## config.mk

```make
export PLATFORM = sky130hd
export DESIGN_NAME = qjmc_mul
export DESIGN_NICKNAME = d
export VERILOG_FILES = /design/src/rtl/qjmc_pkg.sv /design/src/rtl/qjmc_mul.sv
export SDC_FILE = /design/constraint.sdc
export NUM_CORES = 2
export LEC_CHECK = 0
export BUFFER_PORTS_ARGS = -buffer_cell sky130_fd_sc_hd__buf_2
export CAP_MARGIN = 20
export CORE_AREA = 3 3 252 254
export CTS_CLUSTER_SIZE = 28
export DETAILED_ROUTE_END_ITERATION = 12
export DIE_AREA = 0 0 255 257
export GPL_TIMING_DRIVEN = 0
export PLACE_DENSITY = 0.66
export SLEW_MARGIN = 10
export SYNTH_ARGS = -nofsm -noshare
export SYNTH_HDL_FRONTEND = slang
export SYNTH_SLANG_ARGS = --single-unit
```

## constraint.sdc

```tcl
create_clock -name clock -period 18.2 [get_ports clock]
set_input_delay 0.91 -clock clock [delete_from_list [all_inputs] [get_ports clock]]
set_output_delay 0.91 -clock clock [all_outputs]
set_load 0.05 [all_outputs]
```

## src/rtl/qjmc_pkg.sv

```systemverilog
// shared widths, constants and types of the quintic coefficient pipeline
package qjmc_pkg;

   localparam int unsigned VAL_W = 32;
   localparam int unsigned DUR_W = 24;

   // boundary residual terms and numerators
   localparam int unsigned XW = 84;
   localparam int unsigned NUMW = 88;
   localparam int unsigned MAGW = 87;

   // quotient bits per divider: 32 result bits plus one rounding bit
   localparam int unsigned QW = 33;

   // denominators d^3, d^4, d^5
   localparam int unsigned DEN3_W = 72;
   localparam int unsigned DEN4_W = 96;
   localparam int unsigned DEN5_W = 120;

   // numerator alignment shifts into Q16.16
   localparam int unsigned SH3 = 14;
   localparam int unsigned SH4 = 31;
   localparam int unsigned SH5 = 46;

   localparam int unsigned FRONT_LAT = 11;
   localparam int unsigned DIV_LAT = QW + 2;
   localparam int unsigned PIPE_LAT = FRONT_LAT + DIV_LAT;

   localparam logic [VAL_W-1:0] SAT_POS = 32'h7FFF_FFFF;
   localparam logic [VAL_W-1:0] SAT_NEG = 32'h8000_0000;

   typedef struct packed {
      logic [MAGW-1:0] mag;
      logic            neg;
      logic            dzero;
   } div_in_type;

   typedef struct packed {
      logic [VAL_W-1:0] coef;
      logic             sat;
   } div_out_type;

   typedef struct packed {
      logic [VAL_W-1:0] coef0;
      logic [VAL_W-1:0] coef1;
      logic [VAL_W-1:0] coef2;
      logic             dzero;
   } side_type;

   typedef struct packed {
      logic [VAL_W-1:0] coef0;
      logic [VAL_W-1:0] coef1;
      logic [VAL_W-1:0] coef2;
      logic [VAL_W-1:0] coef3;
      logic [VAL_W-1:0] coef4;
      logic [VAL_W-1:0] coef5;
      logic             error_flag;
   } rsp_type;

endpackage

```

## src/rtl/qjmc_mul.sv

```systemverilog
// two-stage signed by duration multiplier built from 25x25 partial products
module qjmc_mul #(
   parameter int unsigned AW = 32
) (
   input  logic                                   clock,
   input  logic                                   en,
   input  logic signed [AW-1:0]                   a,
   input  logic        [qjmc_pkg::DUR_W-1:0]      d,
   output logic signed [AW+qjmc_pkg::DUR_W-1:0]   p
);

   localparam int unsigned CH = qjmc_pkg::DUR_W;
   localparam int unsigned PW = AW + CH;
   localparam int unsigned NC = (AW + CH - 1) / CH;
   localparam int unsigned EW = NC * CH;
   localparam int unsigned PPW = 2 * (CH + 1);

   logic signed [EW-1:0]  a_ext;
   logic signed [PPW-1:0] pp_in [NC];
   logic signed [PPW-1:0] pp_ff [NC];
   logic signed [PW-1:0]  acc;
   logic signed [PW-1:0]  p_ff;

   assign a_ext = EW'(a);

   // low chunks are unsigned, the top chunk carries the sign
   always_comb begin
      for (int i = 0; i < NC; i++) begin
         if (i == NC - 1) begin
            pp_in[i] = $signed({a_ext[i*CH+CH-1], a_ext[i*CH +: CH]}) * $signed({1'b0, d});
         end else begin
            pp_in[i] = $signed({1'b0, a_ext[i*CH +: CH]}) * $signed({1'b0, d});
         end
      end
   end

   always_ff @(posedge clock) begin
      if (en) begin
         pp_ff <= pp_in;
      end
   end

   always_comb begin
      acc = '0;
      for (int i = 0; i < NC; i++) begin
         acc = acc + (PW'(pp_ff[i]) <<< (CH * i));
      end
   end

   always_ff @(posedge clock) begin
      if (en) begin
         p_ff <= acc;
      end
   end

   assign p = p_ff;

endmodule

```

Word-level counts from Yosys, hierarchy flattened. Index checks and enable logic that the tools add are counted.

Reduce and logical (&&, ||, !) cells: 0. $mul: 2. Add/sub/neg operators: 1. Div/mod/pow operators: 0. Equal/unequal tests: 0. Multiplexer cells: 0. $lt $le $gt $ge: 0. Shift operators: 0. Bitwise logic cells: 0.

Operators by type and width (number): 49-bit by 56-bit adder with 56-bit output (1); 24-bit by 24-bit multiplier with 48-bit output (1); 8-bit by 25-bit multiplier with 32-bit output (1).

Input port bits: 58. Memory bits (writable): 0. ROM bits: 0. Register bits: 136. Memories kept: 0. Output and inout bits: 56. Latch bits: 0. Logic and storage cells: 6.

Depth between registers and ports, before layout.
Depth after elaboration: 1. Mapped depth: 26. Depth with buffers taken out: 25.

Worst setup path after synthesis. Ideal clock, no wire load.

Path kind: input to register. Start point: input port d[3] (netlist name). End point: register pp_ff[96] (netlist name), data pin. Data required time: 17.934 ns. Path slack: 10.937 ns. Cell stages on the path: 25. Setup time: 0.266 ns. Data arrival time: 6.998 ns. Path buffers: 1. Path through: clkbuf_1 nand2_1 fa_1 inv_1 fa_1 inv_1 fa_1 inv_1 fa_1 inv_1 fa_1 inv_1 fa_1 inv_1 fa_1 inv_1 ha_1 or3_1 a2111oi_4 o32ai_2 o311ai_1 nand2b_2 a31oi_4 o31ai_2 xor2_1.

RTL lines: start: declaration (line qjmc_mul.sv:8) `input logic [qjmc_pkg::DUR_W-1:0] d,`; end signal: assignment (line qjmc_mul.sv:39) `pp_ff <= pp_in;`; end: declaration (line qjmc_mul.sv:20) `logic signed [PPW-1:0] pp_ff [NC];`.

==> results.toml <==
[status]
result_of_the_run = "completed"

[worst_hold_path]
min-delay-path-class = "reg2reg"

[setup_path]
critical-path-slowest-cell = "sky130_fd_sc_hd__o311ai_1"
timing.critical_path.arrival_ns = 9.07
path_cells = "buf_2 > clkbuf_1 > and2_1 > fa_1 > inv_1 > fa_1 > inv_1 > fa_1 > fa_1 > fa_1 > fa_1 > inv_1 > fa_1 > inv_1 > ha_1 > a21o_1 > a21o_2 > a21o_2 > a31o_2 > o311ai_1 > nand2b_2 > a31oi_4 > o31ai_2 > xnor2_1"
critical_path_buf_inv_count = 6
endpoint_kind = "flop"
cp-start-kind = "input pin"
critPathMaxFanout = 10
cp_most_frequent_cell = "sky130_fd_sc_hd__fa_1"
worst-endpoint-required_ns = 18.40
crit_path_max_incr_delay_ns = 0.90
worst_path_dominant_cell_family = "adder cells"
critical_path_class = "in2reg"
timing.reg2reg.setup_slack_ns = 14.78

[sta]
slew_violations = 0
max_freq_ghz = 0.113
final_hold_viol_count = 0
setup-tns-final_ns = 0
layout_worst_path_cycle_share_pct = 48.7
setup_viol = 0
worst_margin_pin_slew_ns = 1.06
skew_ns = 0.0204
grt_setup_unrepaired = "no"
max_slew_margin_pct = 28.4
hold_slack_ns = 0.417
period_minus_slack_ns = 8.87

[clocking]
cts_htree_levels = 4
cts_resized = 0
clock_latency_ns = 0.45
cts_buffers = 17
cts.hold.buffers_added = 0
cts_sinks = 136
cts_max_path_bufs = 2
cts.root.buffer_cell = "sky130_fd_sc_hd__clkbuf_16"
cts_tree = "done"
cts_clock_pin_slew_for_the_worst_setup_and_hold_paths_ns = 0.06
postCtsSetupRepairBufs = 0

[finish]
multi_input_area_sq_um = 23200
layout_fillers = 5712
final_layout_size_suffix_gt1_share_pct = 5.48
layout.area.seq_sq_um = 4080
nets = 4273
instances_no_fill = 4140
area_growth_pct = 7.20

[place]
dpl.hpwl_um = 72300
gp_routability_congestion = 1.00
io_buffer_count = 113
dp.cells = 4100

[floorplan]
die-area_sq_um = 65500
start_util_pct = 49.6
std_cell_rows = 91
die_h_um = 257
core-area_sq_um = 61500
io_pins = 114
fp.dieW_um = 255

[logic_synthesis]
ys.warnings.count = 0
synth_enable_flop_cells = 136
postSynthCellCount = 3196
yosysSeqAreaShare_pct = 13.4
ys_flop_type = "sky130_fd_sc_hd__edfxtp_1"
synth-seq-cells = 136
avgSynthCellArea_sq_um = 9.55
synthArstFlopShare_pct = 0
synth.net_count = 4140
syn_area_sq_um = 30500
ys_types = 65

[flow_run]
max_cap_viol_count = 0

[global_routing]
antenna_found_initial = 11
global_route.usage.total_pct = 27.2
first_global_vias = 22630
grt_overflow_total = 0
grt_pass1_wl_um = 132000
pin_count_of_the_biggest_net_entering_global_routing = 87

[detailed_routing]
antenna_left = 0
detail_route.wirelength_um = 85900
wire_per_inst_um = 20.7
via_per_inst = 5.33
detail_route.drc_violations = 0
firstDrtPassIters = 5
detailroute.via_count = 22052
drt_iter0_markers = 1492
worst reg2reg max path: cells and delay by family (launching register included):
kind / cells / cell delay [ns]
xor gates and xnor gates: 1 / 0.08
and+or+nand+nor: 2 / 0.28
DFF: 1 / 0.36
buffers and inverters: 1 / 0.07
AOI/OAI and AO/OA: 6 / 1.96
adders and majority gates: 2 / 0.45
per-layer routing:
| layer | up-vias | track usage, % | part of all wire (%) |
|---|---|---|---|
| li1 | 9896 | - | - |
| met1 | 11078 | 36.0 | 40 |
| met2 | 892 | 41.6 | 45 |
| met3 | 178 | 8.78 | 10 |
| met4 | 8 | 10.5 | 4.2 |
| met5 | - | 0 | 0.095 |
layout make-up:
type / count / share of cell area (%)
diodes: 8 / 0.0612
flip-flops and latches: 136 / 12.5
clock inverters: 15 / 0.505
repair buffers: 114 / 1.83
clock buffers: 17 / 1.30
multi-input cells: 2191 / 70.8
plain buffers: 141 / 1.64
well taps: 790 / 3.02
inverters: 728 / 8.35
logic make-up (layout without fill, tap and decap cells):
logic type	Yosys count	after routing	share of synthesized area (%)
simple gates	949	949	15.9
fa+ha+maj	886	886	51.5
buf+inv	869	1015	10.7
compound gates	258	258	5.74
flops	136	136	13.4
xor+xnor	96	96	2.75
mux	2	2	0.0697
other cells	0	8	0
through the flow:
step	utilization (%)	setup slack, ns	instance area, sq um
finish	53.2	9.33	32700
global route	53.2	9.09	32700
CTS	53.2	9.62	32700
detailed placement	52.2	9.15	32100
global placement	52.2	9.15	32100
floorplan	-	10.94	30500
layout by cell type, fill, tap and decap left out, types with 47 or more instances in the layout:
master                       n
sky130_fd_sc_hd__inv_1     728
sky130_fd_sc_hd__nand2_1   387
sky130_fd_sc_hd__clkbuf_1  139
sky130_fd_sc_hd__a21oi_1    83
sky130_fd_sc_hd__and2_1    404
sky130_fd_sc_hd__buf_2     112
sky130_fd_sc_hd__nor2_1     47
sky130_fd_sc_hd__xnor2_1    72
sky130_fd_sc_hd__edfxtp_1  136
sky130_fd_sc_hd__ha_1      270
sky130_fd_sc_hd__fa_1      616
Yosys cell counts (all sizes together), types with 2 or more instances:
cell,count,share of area (%)
inv,728,9.0
fa,616,40
and2,405,8.3
nand2,387,4.8
ha,270,11
clkbuf,140,1.7
edfxtp,136,13
a21oi,83,1.4
xnor2,72,2.1
a21o,51,1.3
nor2,47,0.58
o21ai,43,0.72
nand2b,32,0.66
xor2,24,0.69
nand3,16,0.28
nor3,14,0.23
and3,11,0.23
o21bai,11,0.27
a211oi,10,0.30
nand4,10,0.20
a31oi,9,0.23
nor2b,9,0.18
o21a,7,0.17
or3,7,0.18
o211ai,6,0.16
o31ai,5,0.16
a21boi,4,0.11
a31o,4,0.11
o41ai,4,0.11
a221o,3,0.098
nand3b,3,0.074
nor4,3,0.061
or2,3,0.061
a2111oi,2,0.14
a211o,2,0.057
a22oi,2,0.049
and4,2,0.057
o311ai,2,0.057
path summary, 6_finish.rpt:
path | startpoint | endpoint | cells past startpoint
min reg2reg | pp_ff[68] | p[18] | 0
min | pp_ff[68] | p[18] | 0
max reg2reg | pp_ff[0] | p[50] | 12
max | d[14] | pp_ff[92] | 24
flip-flops by register name, summed over array words and instances (netlist names):
register  cells
pp_ff        80
p            56
Power is not shown: default switching activity piles up to over one toggle a cycle in this logic, so the estimate is an artifact.
